===== src/design/joyac_pkg.sv =====
// shared types and constants for the joystick axis conditioner
package joyac_pkg;

   // register and field widths
   localparam int CFG_BITS      = 12;
   localparam int DEAD_BITS     = 11;
   localparam int DIV_BITS      = 12;
   localparam int QUOT_BITS     = 7;
   localparam int NUM_BITS      = DIV_BITS + QUOT_BITS;
   localparam int AXIS_BITS     = 8;
   localparam int CSR_ADDR_BITS = 5;
   localparam int CSR_DATA_BITS = 32;

   // full-scale axis magnitude
   localparam logic signed [AXIS_BITS-1:0] AXIS_FULL = 8'sd127;

   // register reset values
   localparam logic [CFG_BITS-1:0]  LOWER_RESET  = 12'd900;
   localparam logic [CFG_BITS-1:0]  CENTER_RESET = 12'd1910;
   localparam logic [CFG_BITS-1:0]  UPPER_RESET  = 12'd2900;
   localparam logic [DEAD_BITS-1:0] DEAD_RESET   = 11'd0;

   // register index codes
   typedef enum logic [2:0] {
      REG_LOWER_LIMIT  = 3'd0,
      REG_CENTER_LEVEL = 3'd1,
      REG_UPPER_LIMIT  = 3'd2,
      REG_DEAD_BAND    = 3'd3,
      REG_INVERT       = 3'd4
   } reg_index_type;

   // how the axis value is formed at the end of the chain
   typedef enum logic [1:0] {
      KIND_ZERO   = 2'd0,
      KIND_FULL   = 2'd1,
      KIND_SCALED = 2'd2
   } kind_type;

   typedef struct packed {
      logic     neg;
      kind_type kind;
   } axis_ctl_type;

   typedef struct packed {
      logic [CFG_BITS-1:0]  lower_limit;
      logic [CFG_BITS-1:0]  center_level;
      logic [CFG_BITS-1:0]  upper_limit;
      logic [DEAD_BITS-1:0] dead_band;
      logic                 invert;
   } cfg_type;

endpackage


===== src/design/joyac_front.sv =====
// median, inversion, range classification and numerator setup stages
module joyac_front #(
   parameter int SAMPLE_BITS = 12
) (
   input  logic                             clock,
   input  logic                             reset,
   input  joyac_pkg::cfg_type               cfg,
   input  logic                             in_valid,
   output logic                             in_ready,
   input  logic [SAMPLE_BITS-1:0]           in_first,
   input  logic [SAMPLE_BITS-1:0]           in_second,
   input  logic [SAMPLE_BITS-1:0]           in_third,
   output logic                             out_valid,
   input  logic                             out_ready,
   output logic [SAMPLE_BITS-1:0]           out_reading,
   output joyac_pkg::axis_ctl_type          out_ctl,
   output logic [joyac_pkg::NUM_BITS-1:0]   out_num,
   output logic [joyac_pkg::DIV_BITS-1:0]   out_div
);
   import joyac_pkg::*;

   localparam int AW = ((SAMPLE_BITS > CFG_BITS) ? SAMPLE_BITS : CFG_BITS) + 2;

   logic                   a_valid_ff, b_valid_ff, c_valid_ff;
   logic                   a_adv, b_adv, c_adv;
   logic [SAMPLE_BITS-1:0] reading_a_ff, reading_a_in;
   logic [SAMPLE_BITS-1:0] reading_b_ff, reading_c_ff;
   axis_ctl_type           ctl_b_ff, ctl_b_in, ctl_c_ff;
   logic [DIV_BITS-1:0]    diff_b_ff, diff_b_in, div_b_ff, div_b_in, div_c_ff;
   logic [NUM_BITS-1:0]    num_c_ff, num_c_in;
   logic [SAMPLE_BITS-1:0] pair_lo, pair_hi, mid;
   logic signed [AW-1:0]   r, mn, mx, lo, hi, diff_w, div_w;

   // stall chain
   assign c_adv    = !c_valid_ff || out_ready;
   assign b_adv    = !b_valid_ff || c_adv;
   assign a_adv    = !a_valid_ff || b_adv;
   assign in_ready = a_adv;

   // median of three, then optional inversion
   always_comb begin
      pair_lo      = (in_first < in_second) ? in_first : in_second;
      pair_hi      = (in_first < in_second) ? in_second : in_first;
      mid          = (pair_hi < in_third) ? pair_hi : in_third;
      reading_a_in = (pair_lo > mid) ? pair_lo : mid;
      if (cfg.invert) begin
         reading_a_in = ~reading_a_in;
      end
   end

   // classify the reading against the limits and the dead band
   always_comb begin
      r  = $signed({{(AW-SAMPLE_BITS){1'b0}}, reading_a_ff});
      mn = $signed({{(AW-CFG_BITS){1'b0}}, cfg.lower_limit});
      mx = $signed({{(AW-CFG_BITS){1'b0}}, cfg.upper_limit});
      lo = $signed({{(AW-CFG_BITS){1'b0}}, cfg.center_level})
         - $signed({{(AW-DEAD_BITS){1'b0}}, cfg.dead_band});
      hi = $signed({{(AW-CFG_BITS){1'b0}}, cfg.center_level})
         + $signed({{(AW-DEAD_BITS){1'b0}}, cfg.dead_band});
      diff_w = '0;
      div_w  = '0;
      ctl_b_in.neg  = 1'b0;
      ctl_b_in.kind = KIND_ZERO;
      priority if (r <= mn) begin
         ctl_b_in.neg  = 1'b1;
         ctl_b_in.kind = KIND_FULL;
      end else if (r < lo) begin
         ctl_b_in.neg  = 1'b1;
         ctl_b_in.kind = KIND_SCALED;
         diff_w = lo - r;
         div_w  = lo - mn;
      end else if (r <= hi) begin
         ctl_b_in.kind = KIND_ZERO;
      end else if (r < mx) begin
         ctl_b_in.kind = KIND_SCALED;
         diff_w = r - hi;
         div_w  = mx - hi;
      end else begin
         ctl_b_in.kind = KIND_FULL;
      end
      diff_b_in = diff_w[DIV_BITS-1:0];
      div_b_in  = div_w[DIV_BITS-1:0];
   end

   // numerator is diff times full scale
   assign num_c_in = {diff_b_ff, {QUOT_BITS{1'b0}}} - {{QUOT_BITS{1'b0}}, diff_b_ff};

   // stage valid bits
   always_ff @(posedge clock) begin
      if (reset) begin
         a_valid_ff <= 1'b0;
         b_valid_ff <= 1'b0;
         c_valid_ff <= 1'b0;
      end else begin
         if (a_adv) a_valid_ff <= in_valid;
         if (b_adv) b_valid_ff <= a_valid_ff;
         if (c_adv) c_valid_ff <= b_valid_ff;
      end
   end

   // stage payload
   always_ff @(posedge clock) begin
      if (a_adv && in_valid) begin
         reading_a_ff <= reading_a_in;
      end
      if (b_adv && a_valid_ff) begin
         reading_b_ff <= reading_a_ff;
         ctl_b_ff     <= ctl_b_in;
         diff_b_ff    <= diff_b_in;
         div_b_ff     <= div_b_in;
      end
      if (c_adv && b_valid_ff) begin
         reading_c_ff <= reading_b_ff;
         ctl_c_ff     <= ctl_b_ff;
         num_c_ff     <= num_c_in;
         div_c_ff     <= div_b_ff;
      end
   end

   assign out_valid   = c_valid_ff;
   assign out_reading = reading_c_ff;
   assign out_ctl     = ctl_c_ff;
   assign out_num     = num_c_ff;
   assign out_div     = div_c_ff;

endmodule


===== src/design/joyac_cell.sv =====
// one restoring-division cell: decides one quotient bit and hands on
module joyac_cell #(
   parameter int SAMPLE_BITS = 12,
   parameter int SHIFT       = 0
) (
   input  logic                             clock,
   input  logic                             reset,
   input  logic                             in_valid,
   output logic                             in_ready,
   input  logic [SAMPLE_BITS-1:0]           in_reading,
   input  joyac_pkg::axis_ctl_type          in_ctl,
   input  logic [joyac_pkg::NUM_BITS-1:0]   in_rem,
   input  logic [joyac_pkg::DIV_BITS-1:0]   in_div,
   input  logic [joyac_pkg::QUOT_BITS-1:0]  in_quot,
   output logic                             out_valid,
   input  logic                             out_ready,
   output logic [SAMPLE_BITS-1:0]           out_reading,
   output joyac_pkg::axis_ctl_type          out_ctl,
   output logic [joyac_pkg::NUM_BITS-1:0]   out_rem,
   output logic [joyac_pkg::DIV_BITS-1:0]   out_div,
   output logic [joyac_pkg::QUOT_BITS-1:0]  out_quot
);
   import joyac_pkg::*;

   logic                   valid_ff, advance;
   logic [SAMPLE_BITS-1:0] reading_ff;
   axis_ctl_type           ctl_ff;
   logic [NUM_BITS-1:0]    rem_ff, rem_in, div_shift;
   logic [DIV_BITS-1:0]    div_ff;
   logic [QUOT_BITS-1:0]   quot_ff, quot_in;
   logic [NUM_BITS:0]      trial;
   logic                   fits;

   assign advance  = !valid_ff || out_ready;
   assign in_ready = advance;

   // trial subtract of the shifted divisor
   always_comb begin
      div_shift     = {{(NUM_BITS-DIV_BITS){1'b0}}, in_div} << SHIFT;
      trial         = {1'b0, in_rem} - {1'b0, div_shift};
      fits          = !trial[NUM_BITS];
      rem_in        = fits ? trial[NUM_BITS-1:0] : in_rem;
      quot_in       = in_quot;
      quot_in[SHIFT] = fits;
   end

   always_ff @(posedge clock) begin
      if (reset) begin
         valid_ff <= 1'b0;
      end else if (advance) begin
         valid_ff <= in_valid;
      end
   end

   always_ff @(posedge clock) begin
      if (advance && in_valid) begin
         reading_ff <= in_reading;
         ctl_ff     <= in_ctl;
         rem_ff     <= rem_in;
         div_ff     <= in_div;
         quot_ff    <= quot_in;
      end
   end

   assign out_valid   = valid_ff;
   assign out_reading = reading_ff;
   assign out_ctl     = ctl_ff;
   assign out_rem     = rem_ff;
   assign out_div     = div_ff;
   assign out_quot    = quot_ff;

endmodule


===== src/design/joystick_axis_conditioner_core.sv =====
// top level: joystick axis conditioner with register port and divider cell chain
// throughput: one item per cycle while rsp_ready does not stall the output;
// three front stages, seven divider cells and the output register each hold
// one item, one quotient bit decided per cell
// reset (synchronous, active high) empties the pipeline and loads register defaults
module joystick_axis_conditioner_core #(
   parameter int SAMPLE_BITS = 12
) (
   input  logic                                  clock,
   input  logic                                  reset,
   input  logic                                  csr_psel,
   input  logic                                  csr_penable,
   input  logic                                  csr_pwrite,
   input  logic [joyac_pkg::CSR_ADDR_BITS-1:0]   csr_paddr,
   input  logic [joyac_pkg::CSR_DATA_BITS-1:0]   csr_pwdata,
   output logic [joyac_pkg::CSR_DATA_BITS-1:0]   csr_prdata,
   output logic                                  csr_pready,
   input  logic                                  req_valid,
   output logic                                  req_ready,
   input  logic [SAMPLE_BITS-1:0]                req_sample_first,
   input  logic [SAMPLE_BITS-1:0]                req_sample_second,
   input  logic [SAMPLE_BITS-1:0]                req_sample_third,
   output logic                                  rsp_valid,
   input  logic                                  rsp_ready,
   output logic [SAMPLE_BITS-1:0]                rsp_reading,
   output logic signed [joyac_pkg::AXIS_BITS-1:0] rsp_axis_value
);
   import joyac_pkg::*;

   cfg_type                   cfg_ff;
   reg_index_type             csr_index;
   logic                      csr_write;

   logic                      valid_w   [0:QUOT_BITS];
   logic                      ready_w   [0:QUOT_BITS];
   logic [SAMPLE_BITS-1:0]    reading_w [0:QUOT_BITS];
   axis_ctl_type              ctl_w     [0:QUOT_BITS];
   logic [NUM_BITS-1:0]       rem_w     [0:QUOT_BITS];
   logic [DIV_BITS-1:0]       div_w     [0:QUOT_BITS];
   logic [QUOT_BITS-1:0]      quot_w    [0:QUOT_BITS];

   logic                          rsp_valid_ff, out_adv;
   logic [SAMPLE_BITS-1:0]        rsp_reading_ff;
   logic signed [AXIS_BITS-1:0]   axis_ff, axis_in, scaled;

   // register port
   assign csr_pready = 1'b1;
   assign csr_index  = reg_index_type'(csr_paddr[CSR_ADDR_BITS-1:2]);
   assign csr_write  = csr_psel && csr_penable && csr_pwrite && csr_pready;

   always_ff @(posedge clock) begin
      if (reset) begin
         cfg_ff.lower_limit  <= LOWER_RESET;
         cfg_ff.center_level <= CENTER_RESET;
         cfg_ff.upper_limit  <= UPPER_RESET;
         cfg_ff.dead_band    <= DEAD_RESET;
         cfg_ff.invert       <= 1'b0;
      end else if (csr_write) begin
         case (csr_index)
            REG_LOWER_LIMIT:  cfg_ff.lower_limit  <= csr_pwdata[CFG_BITS-1:0];
            REG_CENTER_LEVEL: cfg_ff.center_level <= csr_pwdata[CFG_BITS-1:0];
            REG_UPPER_LIMIT:  cfg_ff.upper_limit  <= csr_pwdata[CFG_BITS-1:0];
            REG_DEAD_BAND:    cfg_ff.dead_band    <= csr_pwdata[DEAD_BITS-1:0];
            REG_INVERT:       cfg_ff.invert       <= csr_pwdata[0];
            default: begin
            end
         endcase
      end
   end

   // register readback
   always_comb begin
      csr_prdata = '0;
      case (csr_index)
         REG_LOWER_LIMIT:  csr_prdata[CFG_BITS-1:0]  = cfg_ff.lower_limit;
         REG_CENTER_LEVEL: csr_prdata[CFG_BITS-1:0]  = cfg_ff.center_level;
         REG_UPPER_LIMIT:  csr_prdata[CFG_BITS-1:0]  = cfg_ff.upper_limit;
         REG_DEAD_BAND:    csr_prdata[DEAD_BITS-1:0] = cfg_ff.dead_band;
         REG_INVERT:       csr_prdata[0]             = cfg_ff.invert;
         default:          csr_prdata = '0;
      endcase
   end

   // median, classification and numerator stages
   joyac_front #(
      .SAMPLE_BITS (SAMPLE_BITS)
   ) u_front (
      .clock       (clock),
      .reset       (reset),
      .cfg         (cfg_ff),
      .in_valid    (req_valid),
      .in_ready    (req_ready),
      .in_first    (req_sample_first),
      .in_second   (req_sample_second),
      .in_third    (req_sample_third),
      .out_valid   (valid_w[0]),
      .out_ready   (ready_w[0]),
      .out_reading (reading_w[0]),
      .out_ctl     (ctl_w[0]),
      .out_num     (rem_w[0]),
      .out_div     (div_w[0])
   );
   assign quot_w[0] = '0;

   // divider cell chain, most significant quotient bit first
   for (genvar i = 0; i < QUOT_BITS; i++) begin : g_cell
      joyac_cell #(
         .SAMPLE_BITS (SAMPLE_BITS),
         .SHIFT       (QUOT_BITS - 1 - i)
      ) u_cell (
         .clock       (clock),
         .reset       (reset),
         .in_valid    (valid_w[i]),
         .in_ready    (ready_w[i]),
         .in_reading  (reading_w[i]),
         .in_ctl      (ctl_w[i]),
         .in_rem      (rem_w[i]),
         .in_div      (div_w[i]),
         .in_quot     (quot_w[i]),
         .out_valid   (valid_w[i+1]),
         .out_ready   (ready_w[i+1]),
         .out_reading (reading_w[i+1]),
         .out_ctl     (ctl_w[i+1]),
         .out_rem     (rem_w[i+1]),
         .out_div     (div_w[i+1]),
         .out_quot    (quot_w[i+1])
      );
   end

   // final axis value from the quotient and the range class
   assign out_adv            = !rsp_valid_ff || rsp_ready;
   assign ready_w[QUOT_BITS] = out_adv;

   always_comb begin
      scaled = $signed({1'b0, quot_w[QUOT_BITS]});
      unique case (ctl_w[QUOT_BITS].kind)
         KIND_FULL:   axis_in = ctl_w[QUOT_BITS].neg ? -AXIS_FULL : AXIS_FULL;
         KIND_SCALED: axis_in = ctl_w[QUOT_BITS].neg ? -scaled : scaled;
         default:     axis_in = '0;
      endcase
   end

   // output register
   always_ff @(posedge clock) begin
      if (reset) begin
         rsp_valid_ff <= 1'b0;
      end else if (out_adv) begin
         rsp_valid_ff <= valid_w[QUOT_BITS];
      end
   end

   always_ff @(posedge clock) begin
      if (out_adv && valid_w[QUOT_BITS]) begin
         rsp_reading_ff <= reading_w[QUOT_BITS];
         axis_ff        <= axis_in;
      end
   end

   assign rsp_valid      = rsp_valid_ff;
   assign rsp_reading    = rsp_reading_ff;
   assign rsp_axis_value = axis_ff;

   // the axis value never reaches the most negative code
   a_axis_range: assert property (@(posedge clock) disable iff (reset)
      rsp_valid_ff |-> (axis_ff != -AXIS_FULL - 8'sd1))
      else $error("axis value out of range");

   // a scaled quotient stays below full scale
   a_quot_bound: assert property (@(posedge clock) disable iff (reset)
      (valid_w[QUOT_BITS] && ctl_w[QUOT_BITS].kind == KIND_SCALED)
      |-> (quot_w[QUOT_BITS] != {QUOT_BITS{1'b1}}))
      else $error("scaled quotient reached full scale");

   // an item in the last cell is held while the output is stalled
   a_last_held: assert property (@(posedge clock) disable iff (reset)
      (valid_w[QUOT_BITS] && rsp_valid_ff && !rsp_ready) |=> valid_w[QUOT_BITS])
      else $error("item dropped from last divider cell");

   // input back-pressure only comes from a stalled output
   a_ready_cause: assert property (@(posedge clock) disable iff (reset)
      !req_ready |-> (rsp_valid_ff && !rsp_ready))
      else $error("input stalled without output back-pressure");

endmodule


===== config.mk =====
export PLATFORM = sky130hd
export DESIGN_NAME = joystick_axis_conditioner_core
export DESIGN_NICKNAME = d
export VERILOG_FILES = /design/src/design/joyac_pkg.sv /design/src/design/joyac_front.sv /design/src/design/joyac_cell.sv /design/src/design/joystick_axis_conditioner_core.sv
export SDC_FILE = /design/constraint.sdc
export NUM_CORES = 1
export LEC_CHECK = 0
export BUFFER_PORTS_ARGS = -buffer_cell sky130_fd_sc_hd__buf_4
export CAP_MARGIN = 20
export CORE_ASPECT_RATIO = 1.25
export CORE_UTILIZATION = 55
export DETAILED_ROUTE_END_ITERATION = 10
export PLACE_DENSITY_LB_ADDON = 0.2
export SYNTH_ARGS = -nofsm -noshare
export SYNTH_HDL_FRONTEND = slang
export SYNTH_HIERARCHICAL = 1
export SYNTH_SLANG_ARGS = --single-unit

===== constraint.sdc =====
create_clock -name clock -period 5.3 [get_ports clock]
set_input_delay 0.265 -clock clock [delete_from_list [all_inputs] [get_ports clock]]
set_output_delay 0.265 -clock clock [all_outputs]
set_load 0.1 [all_outputs]

=== Yosys cells after proc, flatten, opt, wreduce, memory -nomap -nowiden ===
Index checks and enable logic that the tools add are counted.
Widths: inputs -> output; s select.

* Add/sub/neg operators: 15
* Magnitude comparators: 7
* Equal/unequal tests: 6
* Muxes and demuxes: 27
* Bitwise gates (word level): 1
* Reduce and logical (&&, ||, !) cells: 48

{| class="wikitable"
|+ Operator list
! operator !! count
|-
| $mux 12 || 11
|-
| $mux 19 || 6
|-
| $sub 12x12->12 || 4
|-
| $pmux 10 s4 || 1
|-
| $lt 12x12->1 || 3
|-
| $sub 19x12->20 || 1
|-
| $sub 19x13->20 || 1
|-
| $sub 19x14->20 || 1
|-
| $sub 19x15->20 || 1
|-
| $sub 19x16->20 || 1
|-
| $sub 19x17->20 || 1
|-
| $sub 19x18->20 || 1
|-
| $sub 19x12->19 || 1
|-
| $logic_not 1->1 || 18
|-
| $mux 8 || 2
|-
| $pmux 8 s2 || 1
|-
| $add 12x11->13 || 1
|-
| $le 12x13->1 || 1
|-
| $logic_and 1x1->1 || 13
|-
| $lt 13x13->1 || 1
|-
| $sub 12x11->13 || 1
|-
| $gt 12x12->1 || 1
|-
| $le 12x12->1 || 1
|-
| $not 12->12 || 1
|-
| other kinds (13) || 30
|}

* Bits in registers: 495
* Bits of input ports: 80
* Output and inout bits: 55
* Logic and storage cells: 173

=== Longest topological paths before layout ===
Gate-level depths: netlist of the first run.

* Depth in word-level cells: 13
* Gate-level depth with buffers: 29
* Depth with buffers taken out: 26

=== By module ===
Netlist of the first run, hierarchy kept.

{| class="wikitable"
|+ By module, submodules not included
! module !! times used !! cells each !! area each (µm²)
|-
| joyac_front || 1 || 953 || 9,013.6
|-
| joystick_axis_conditioner_core || 1 || 325 || 3,454.6
|-
| joyac_cell (g_cell[6].u_cell) || 1 || 189 || 2,563.7
|-
| joyac_cell (g_cell[3].u_cell) || 1 || 181 || 2,527.4
|-
| joyac_cell (g_cell[5].u_cell) || 1 || 177 || 2,527.4
|-
| joyac_cell (g_cell[4].u_cell) || 1 || 183 || 2,498.6
|-
| joyac_cell (g_cell[0].u_cell) || 1 || 162 || 2,488.6
|-
| joyac_cell (g_cell[1].u_cell) || 1 || 172 || 2,426.1
|-
| joyac_cell (g_cell[2].u_cell) || 1 || 174 || 2,407.3
|}

=== Worst setup path after synthesis of the first run ===
No wires, ideal clock.

* Path kind: input port to flip-flop
* Start: input port req_sample_second[2]
* End: register u_front.reading_a_ff[2], data pin
* Setup time: 0.279 ns
* Arrival: 5.264 ns
* Required time: 5.021 ns
* Setup slack: -0.242 ns
* Stages on the path: 27
* Cells stage by stage: inv_1 ha_1 nand2_1 o21ai_1 a21oi_1 o41ai_2 clkbuf_1 buf_2 nand2_1 o21ai_0 ha_1 a21o_1 a21o_1 a21oi_1 o21ai_0 o41ai_4 buf_6 mux2_2 ha_1 nor2b_1 o21a_1 o21a_1 o21ai_0 a31oi_1 clkbuf_1 o21ai_0 xor2_1

* Cells in the longest elaborated chain, start to end: 8
* Elaborated cells between the ends (all ways): 9
* Classes of those cells: order compare: 3; mux: 5; bitwise: 1

{| class="wikitable"
|+ RTL lines
! what !! line !! source
|-
| start: declaration || joystick_axis_conditioner_core.sv:21 || <nowiki>input logic [SAMPLE_BITS-1:0] req_sample_second,</nowiki>
|-
| $lt 12x12->1 || joyac_front.sv:42, joyac_front.sv:43 ||
|-
| $mux 12 || joyac_front.sv:43 || <nowiki>pair_hi = (in_first < in_second) ? in_second : in_first;</nowiki>
|-
| $lt 12x12->1 || joyac_front.sv:44 || <nowiki>mid = (pair_hi < in_third) ? pair_hi : in_third;</nowiki>
|-
| $mux 12 || joyac_front.sv:44 ||
|-
| $gt 12x12->1 || joyac_front.sv:45 || <nowiki>reading_a_in = (pair_lo > mid) ? pair_lo : mid;</nowiki>
|-
| $mux 12 * || joyac_front.sv:45 ||
|-
| $not 12->12 || joyac_front.sv:47 || <nowiki>reading_a_in = ~reading_a_in;</nowiki>
|-
| $mux 12 * || joyac_front.sv:46 || <nowiki>if (cfg.invert) begin</nowiki>
|-
| net u_front.reading_a_in[2] || joyac_front.sv:26 || <nowiki>logic [SAMPLE_BITS-1:0] reading_a_ff, reading_a_in;</nowiki>
|-
| end signal: assignment || joyac_front.sv:104 || <nowiki>reading_a_ff <= reading_a_in;</nowiki>
|-
| end: declaration || joyac_front.sv:26 ||
|}

The timed path passes the listed nets; every way through them passes the cells marked *.
A chain may end at the register's enable or synchronous reset.

=== Final worst setup path of the first run ===
* Start: register cfg_ff[2] (netlist name)
* End: register u_front.div_b_ff[11], data pin

* Cells in the longest elaborated chain, start to end: 5
* Elaborated cells between the ends (all ways): 9
* Classes of those cells: add/sub: 4; order compare: 2; mux: 3

{| class="wikitable"
|+ RTL lines
! what !! line !! source
|-
| start: declaration || joystick_axis_conditioner_core.sv:30 || <nowiki>cfg_type cfg_ff;</nowiki>
|-
| $add 12x11->13 || joyac_front.sv:59 || <nowiki>+ $signed({{(AW-DEAD_BITS){1'b0}}, cfg.dead_band});</nowiki>
|-
| $sub 12x12->12 || joyac_front.sv:77 || <nowiki>div_w = mx - hi;</nowiki>
|-
| $mux 12 || joyac_front.sv:74 || <nowiki>end else if (r < mx) begin</nowiki>
|-
| $mux 12 || joyac_front.sv:72 || <nowiki>end else if (r <= hi) begin</nowiki>
|-
| $mux 12 * || joyac_front.sv:67 || <nowiki>end else if (r < lo) begin</nowiki>
|-
| end signal: assignment || joyac_front.sv:110 || <nowiki>div_b_ff <= div_b_in;</nowiki>
|-
| end: declaration || joyac_front.sv:29 || <nowiki>logic [DIV_BITS-1:0] diff_b_ff, diff_b_in, div_b_ff, div_b_in, div_c_ff;</nowiki>
|}

Mark *: on every way between the ends. The rest lies on a longest branch, timed or not.

==> out/metrics.csv, run 1 <==
stage,metric,value,unit
status,status,completed,
power,"IR drop worst, VDD",0.000223,V
sta,clk_skew,0.0154,ns
cells_and_area,register area,14300,um2
floorplanning,# IOs,135,
synthesis,"Warnings, synthesis",6,
global_route,busiest metal layer after global routing,met2,
global_route,largest net degree at the start of global routing,81,
route,detailed-route via count,17900,
clock_tree,Root Buffer,clkbuf_16,
cells_and_area,Non-Filler Instances,3214,
route,wire per inst,17.0,um
sta,worst hold slack,0.0465,ns
cells_and_area,fillcell total,3780,
sta,final critical-path required period,4.92,ns
worst_setup_path,WP data arrival,5.29,ns
sta,unrepaired setup endpoints after global routing,false,
clock_tree,# H-tree levels,2,
global_route,GRT met2 Usage,43.4,%
global_route,first-pass GRT wire length,88.7,mm
worst_setup_path,Worst Setup End Kind,flip-flop,
floorplanning,Core ar.,49500,um2
sta,final setup fails,0,
floorplanning,Initial Util,56.0,%
route,drt drc,0,
place,post-detail-place hpwl,42.5,mm
route,starting DRC count in detailed routing,863,
clock_tree,CTS Buf Count,47,
clock_tree,CTS Buffer Depth,3,
synthesis,Mapped Area,27800,um2
route,number of vias per cell,5.56,
cells_and_area,final instance area,31200,um2
cells_and_area,Multi-input gate area,12300,um2
clock_tree,worst skew pair latency,0.58,ns
route,DRT Pass-1 Iters,5,
clock_tree,CTS tree,done,
clock_tree,clock-pin slew on the worst setup and hold paths,0.07,ns
clock_tree,Setup Buffers After CTS,0,
clock_tree,CTS Sinks,495,
floorplanning,die area,51400,um2
sta,fin crit share,92.8,%
global_route,vias in the first global route,18200,
worst_hold_path,type of the most critical hold path,input port to flip-flop,
run,max-cap viol count,0,
power,P_leak,12.6,nW
global_route,GRT overflow,0,
global_route,total global routing track utilization,21.6,%
cells_and_area,"Core Util, Final",62.9,%
place,placed cell count,3108,
cells_and_area,nets@finish,2845,
global_route,met1 Use GR,22.2,%
place,PortBufs,91,
cells_and_area,share of layout cells above drive strength 1,13.3,%
global_route,met3 global-route usage,2.90,%
floorplanning,Die Ht,253,um
sta,FMAX,0.203,GHz
sta,slew margin rel.,36.7,%
worst_setup_path,worst reg-to-reg setup slack,0.38,ns
worst_setup_path,critical path class,flip-flop to flip-flop,
sta,Worst Tran Pin Value,0.949,ns
worst_setup_path,CP Launch Type,flip-flop,
synthesis,Post-Syn Instances,2378,
floorplanning,number of core rows,91,
synthesis,Mapped Avg Cell Area,11.7,um2
worst_setup_path,CP Data Required Time,5.67,ns
sta,fin. max-slew vios,0,
cells_and_area,diode count,0,
cells_and_area,area delta synth->final,12.3,%
floorplanning,die width,203,um
sta,endpoints failing hold,0,
power,power per standard cell area,311,nW/um2
route,Routed Antenna Nets,0,
route,drt total wl,54.7,mm
worst_setup_path,critical-path maximum fanout,6,
sta,setup_tns,0,ns
place,area of placed instances,29200,um2
global_route,initial antenna violation count,0,
place,GPL Wtd Cong,0.906,
## critical path, cell delays in order (launching register included)
cell,delay [ns]
dfxtp_1,0.43
inv_1,0.12
ha_1,0.31
nand2b_1,0.16
a221oi_1,0.40
o221ai_1,0.27
o41ai_2,0.41
o22ai_1,0.17
xnor2_1,0.26
ha_1,0.32
nand4_1,0.13
nor2_1,0.05
a221oi_1,0.24
o211ai_1,0.13
or4_1,0.47
or3_1,0.49
o22ai_1,0.33
## area by class of cell
type,instances,share of cell area [%]
Clock inverter,34,1.41
Timing Repair Buffer,154,4.02
Tap cell,651,2.61
Sequential cell,495,45.8
Clock buffer,54,3.96
Inverter,232,2.83
Multi-Input combinational cell,1594,39.4
## cells in the final DEF, fill, tap and decap left out, drive strengths merged, types with 84 or more instances in the layout
master,count
buf,141
nand2,92
xnor2,89
a21oi,172
ha,229
edfxtp,436
nand2b,84
inv,237
o21ai,88
nor2,177
## state kept, by name, summed over array words and instances (netlist names), 19 cells and up
signal and cells:
cfg_ff 48, g_cell.u_cell/out_ctl 21, g_cell.u_cell/out_div 72, g_cell.u_cell/out_quot 28
g_cell.u_cell/out_reading 84, g_cell.u_cell/out_rem 114, u_front/out_num 19
## report_power, final
part	internal [W]	total, W	switching (W)
registers	0.00438	0.00451	0.000129
logic	0.000696	0.00163	0.000938
clock network	0.00209	0.00354	0.00145
## layer usage
layer  wire length, um  vias up
li1                  -     8867
met1             20700     8575
met2             30700      311
met3              1550      118
met4              1730        0
met5                 0        -
## metrics by stage
step	power, W	setup WS, ns
finish	0.00969	0.380
detailed placement	0.00620	-0.186
floorplan	0.00573	0.00615
global route	0.0101	0.0637
CTS	0.00977	0.137
global placement	0.00615	-0.0733
## path summary, 6_finish.rpt
| kind | startpoint | endpoint | cells past startpoint |
|---|---|---|---|
| setup / recovery | cfg_ff[2]$_SDFFE_PP0P_ | u_front/div_b_ff[11]$_SDFFCE_PP0P_ | 16 |
| hold / removal | csr_pwdata[3] | cfg_ff[27]$_SDFFE_PP0P_ | 3 |
| setup reg to reg | cfg_ff[2]$_SDFFE_PP0P_ | u_front/div_b_ff[11]$_SDFFCE_PP0P_ | 16 |
| hold reg to reg | u_front/out_reading[2]$_DFFE_PP_ | g_cell[0].u_cell/out_reading[2]$_DFFE_PP_ | 0 |
## timing repair
item / in CTS / in global routing
hold buffers: 13 / 0
resized for setup: 0 / 5
endpoints found under the hold margin: 30 / 0
setup endpoints to repair: 0 / 14
No activity file was read; power rests on OpenSTA's default activity.
==> inputs of run 2 (changes only) <==
--- a/config.mk
+++ b/config.mk
@@ -7,8 +7,9 @@
 export LEC_CHECK = 0
 export BUFFER_PORTS_ARGS = -buffer_cell sky130_fd_sc_hd__buf_4
 export CAP_MARGIN = 20
-export CORE_ASPECT_RATIO = 1.25
+export CORE_ASPECT_RATIO = 0.7
 export CORE_UTILIZATION = 55
+export CTS_CLUSTER_DIAMETER = 200
 export DETAILED_ROUTE_END_ITERATION = 10
 export PLACE_DENSITY_LB_ADDON = 0.2
 export SYNTH_ARGS = -nofsm -noshare
==> constraint.sdc (replaced) <==
create_clock -name clock -period 5.9 [get_ports clock]
set_input_delay 0.295 -clock clock [delete_from_list [all_inputs] [get_ports clock]]
set_output_delay 0.295 -clock clock [all_outputs]
set_load 0.1 [all_outputs]
==> out/metrics.csv, run 2 (synthesis gave the netlist of run 1 again) <==
stage,metric,value,unit,change
status,status,completed,,
cells_and_area,diode count,0,,unchanged
global_route,GRT overflow,0,,unchanged
floorplanning,die area,51400,um2,about the same
sta,endpoints failing hold,0,,unchanged
floorplanning,# IOs,135,,unchanged
clock_tree,CTS Buffer Depth,3,,unchanged
global_route,first-pass GRT wire length,90.2,mm,+1.6%
cells_and_area,nets@finish,2826,,-0.67%
floorplanning,number of core rows,68,,-25%
place,GPL Wtd Cong,0.877,,-3.3%
global_route,largest net degree at the start of global routing,81,,unchanged
global_route,vias in the first global route,17500,,-4.2%
worst_setup_path,critical path's slowest cell,o41ai_4,,
floorplanning,Core ar.,49500,um2,about the same
worst_setup_path,WP data arrival,5.78,ns,+0.49 ns
sta,fin crit share,93.0,%,
sta,final setup fails,0,,unchanged
place,post-detail-place hpwl,42.0,mm,-1.2%
clock_tree,# H-tree levels,2,,unchanged
run,max-cap viol count,0,,unchanged
worst_hold_path,type of the most critical hold path,input port to flip-flop,,
clock_tree,CTS Buf Count,48,,+2.1%
sta,clk_skew,0.0232,ns,+0.00781 ns
cells_and_area,area delta synth->final,11.7,%,
worst_setup_path,CP Launch Type,input port,,
clock_tree,Post-CTS Resized,0,,unchanged
worst_setup_path,CP Data Required Time,6.20,ns,+0.53 ns
sta,unrepaired setup endpoints after global routing,false,,
sta,final critical-path required period,5.48,ns,
power,"IR drop worst, VDD",0.000215,V,-3.8%
route,drt total wl,55.5,mm,+1.4%
cells_and_area,fillcell total,3853,,+1.9%
clock_tree,Root Buffer,clkbuf_16,,
route,drt drc,0,,unchanged
sta,final worst slack,0.416,ns,+0.0361 ns
cells_and_area,max FFs per register,114,,unchanged
worst_setup_path,CP top delay family,compound AO/OA/AOI/OAI gates,,
power,power per standard cell area,281,nW/um2,-9.7%
sta,Worst Tran Pin Value,1.03,ns,+0.0785 ns
clock_tree,worst skew pair latency,0.59,ns,about the same
worst_setup_path,Worst Setup End Kind,flip-flop,,
clock_tree,CTS Sinks,495,,unchanged
clock_tree,CTS tree,done,,
clock_tree,clock-pin slew on the worst setup and hold paths,0.06,ns,about the same
floorplanning,Die Ht,190,um,-25%
cells_and_area,most frequent cells in the layout,"436 x edfxtp_1, 230 x inv_1, 229 x ha_1",,
global_route,initial antenna violation count,1,,+1
worst_setup_path,Bufs and invs on worst path,2,,+1
route,detailed-route via count,17900,,+0.29%
global_route,total global routing track utilization,21.8,%,+0.17 points
cells_and_area,share of layout cells above drive strength 1,12.3,%,-1.0 points
worst_setup_path,CP max stage delay,0.44,ns,-0.05 ns
sta,FMAX,0.182,GHz,
worst_setup_path,critical-path maximum fanout,11,,+5
route,wire per inst,17.3,um,+1.6%
floorplanning,Initial Util,56.1,%,about the same
sta,worst hold slack,0.0462,ns,-0.000312 ns
sta,slew margin rel.,31.5,%,-5.2 points
place,PortBufs,91,,unchanged
route,starting DRC count in detailed routing,1302,,+51%
power,P_leak,12.4,nW,-0.93%
floorplanning,die width,271,um,+33%
place,"worst slack, placed",-0.102,ns,+0.0842 ns
worst_setup_path,critical path class,input port to flip-flop,,
route,DRT Pass-1 Iters,5,,unchanged
sta,fin. max-slew vios,0,,unchanged
cells_and_area,"most common cell after layout, fill and taps aside",edfxtp_1,,
route,number of vias per cell,5.58,,+0.41%
route,Routed Antenna Nets,0,,unchanged
[run 2: cell count changes in the layout (fill, tap and decap cells not counted), sizes merged]
cell and change:
dlygate4sd3 -1, inv -2, clkbuf +4, buf -19
clkinvlp -3, clkinv +4, bufinv -1
[run 2: metrics by stage]
stage          instances  total power (W)  setup TNS (ns)  instance area, um2  util [%]
5_1_grt             3210          0.00907               0               31000      62.6
2_1_floorplan       2397          0.00515               0               27800         -
4_1_cts             3204          0.00876               0               30900      62.4
3_5_place_dp        3102          0.00556          -0.242               29100      58.8
3_3_place_gp        3102          0.00552               0               29100      58.8
6_report            3210          0.00870               0               31000      62.6
[run 2: final timing paths]
| check | start | end | slack, ns | cells past startpoint |
|---|---|---|---|---|
| hold / removal | rsp_ready | rsp_valid$_SDFFE_PP0N_ | 0.05 | 3 |
| hold reg to reg | g_cell[0].u_cell/out_quot[6]$_DFFE_PP_ | g_cell[1].u_cell/out_quot[6]$_DFFE_PP_ | 0.41 | 0 |
| setup reg to reg | cfg_ff[1]$_SDFFE_PP0P_ | u_front/diff_b_ff[3]$_SDFFCE_PP0P_ | 0.63 | 20 |
| setup / recovery | req_sample_first[7] | u_front/reading_a_ff[0]$_DFFE_PP_ | 0.42 | 25 |
[run 2: tightest hold or removal path, cell delays in order]
cell	delay, ns
buf_4	0.08
nand2b_1	0.13
a21oi_1	0.07
[run 2: layout make-up]
class | instances | area, um2 | share of cell area, %
clock buffer | 58 | 1260 | 4.06
clock inverter | 32 | 397 | 1.28
inverter | 232 | 881 | 2.84
multi-input combinational | 1594 | 12300 | 39.5
sequential | 495 | 14300 | 46.0
tap | 665 | 832 | 2.68
timing repair buffer | 134 | 1110 | 3.58
[run 2: layer usage]
metal / part of all wire (%) / wire (um) / track usage, % / vias to the layer above
met5: 0 / 0 / 0 / -
met3: 5.3 / 2960 / 2.89 / 60
met2: 42 / 23500 / 33.2 / 394
met1: 51 / 28200 / 33.3 / 8623
li1: - / - / - / 8845
met4: 1.5 / 841 / 4.52 / 0
[run 2: where the power goes]
part | total (W) | internal, W | switching, W
logic | 0.00146 | 0.000608 | 0.000857
registers | 0.00406 | 0.00394 | 0.000128
clock network | 0.00317 | 0.00185 | 0.00132
total | 0.00870 | 0.00640 | 0.00231
[run 2: timing repair]
action | in CTS | in global routing
hold buffers | 12 | 0
hold endpoints to repair | 24 | 0
buffers inserted | 0 | 0
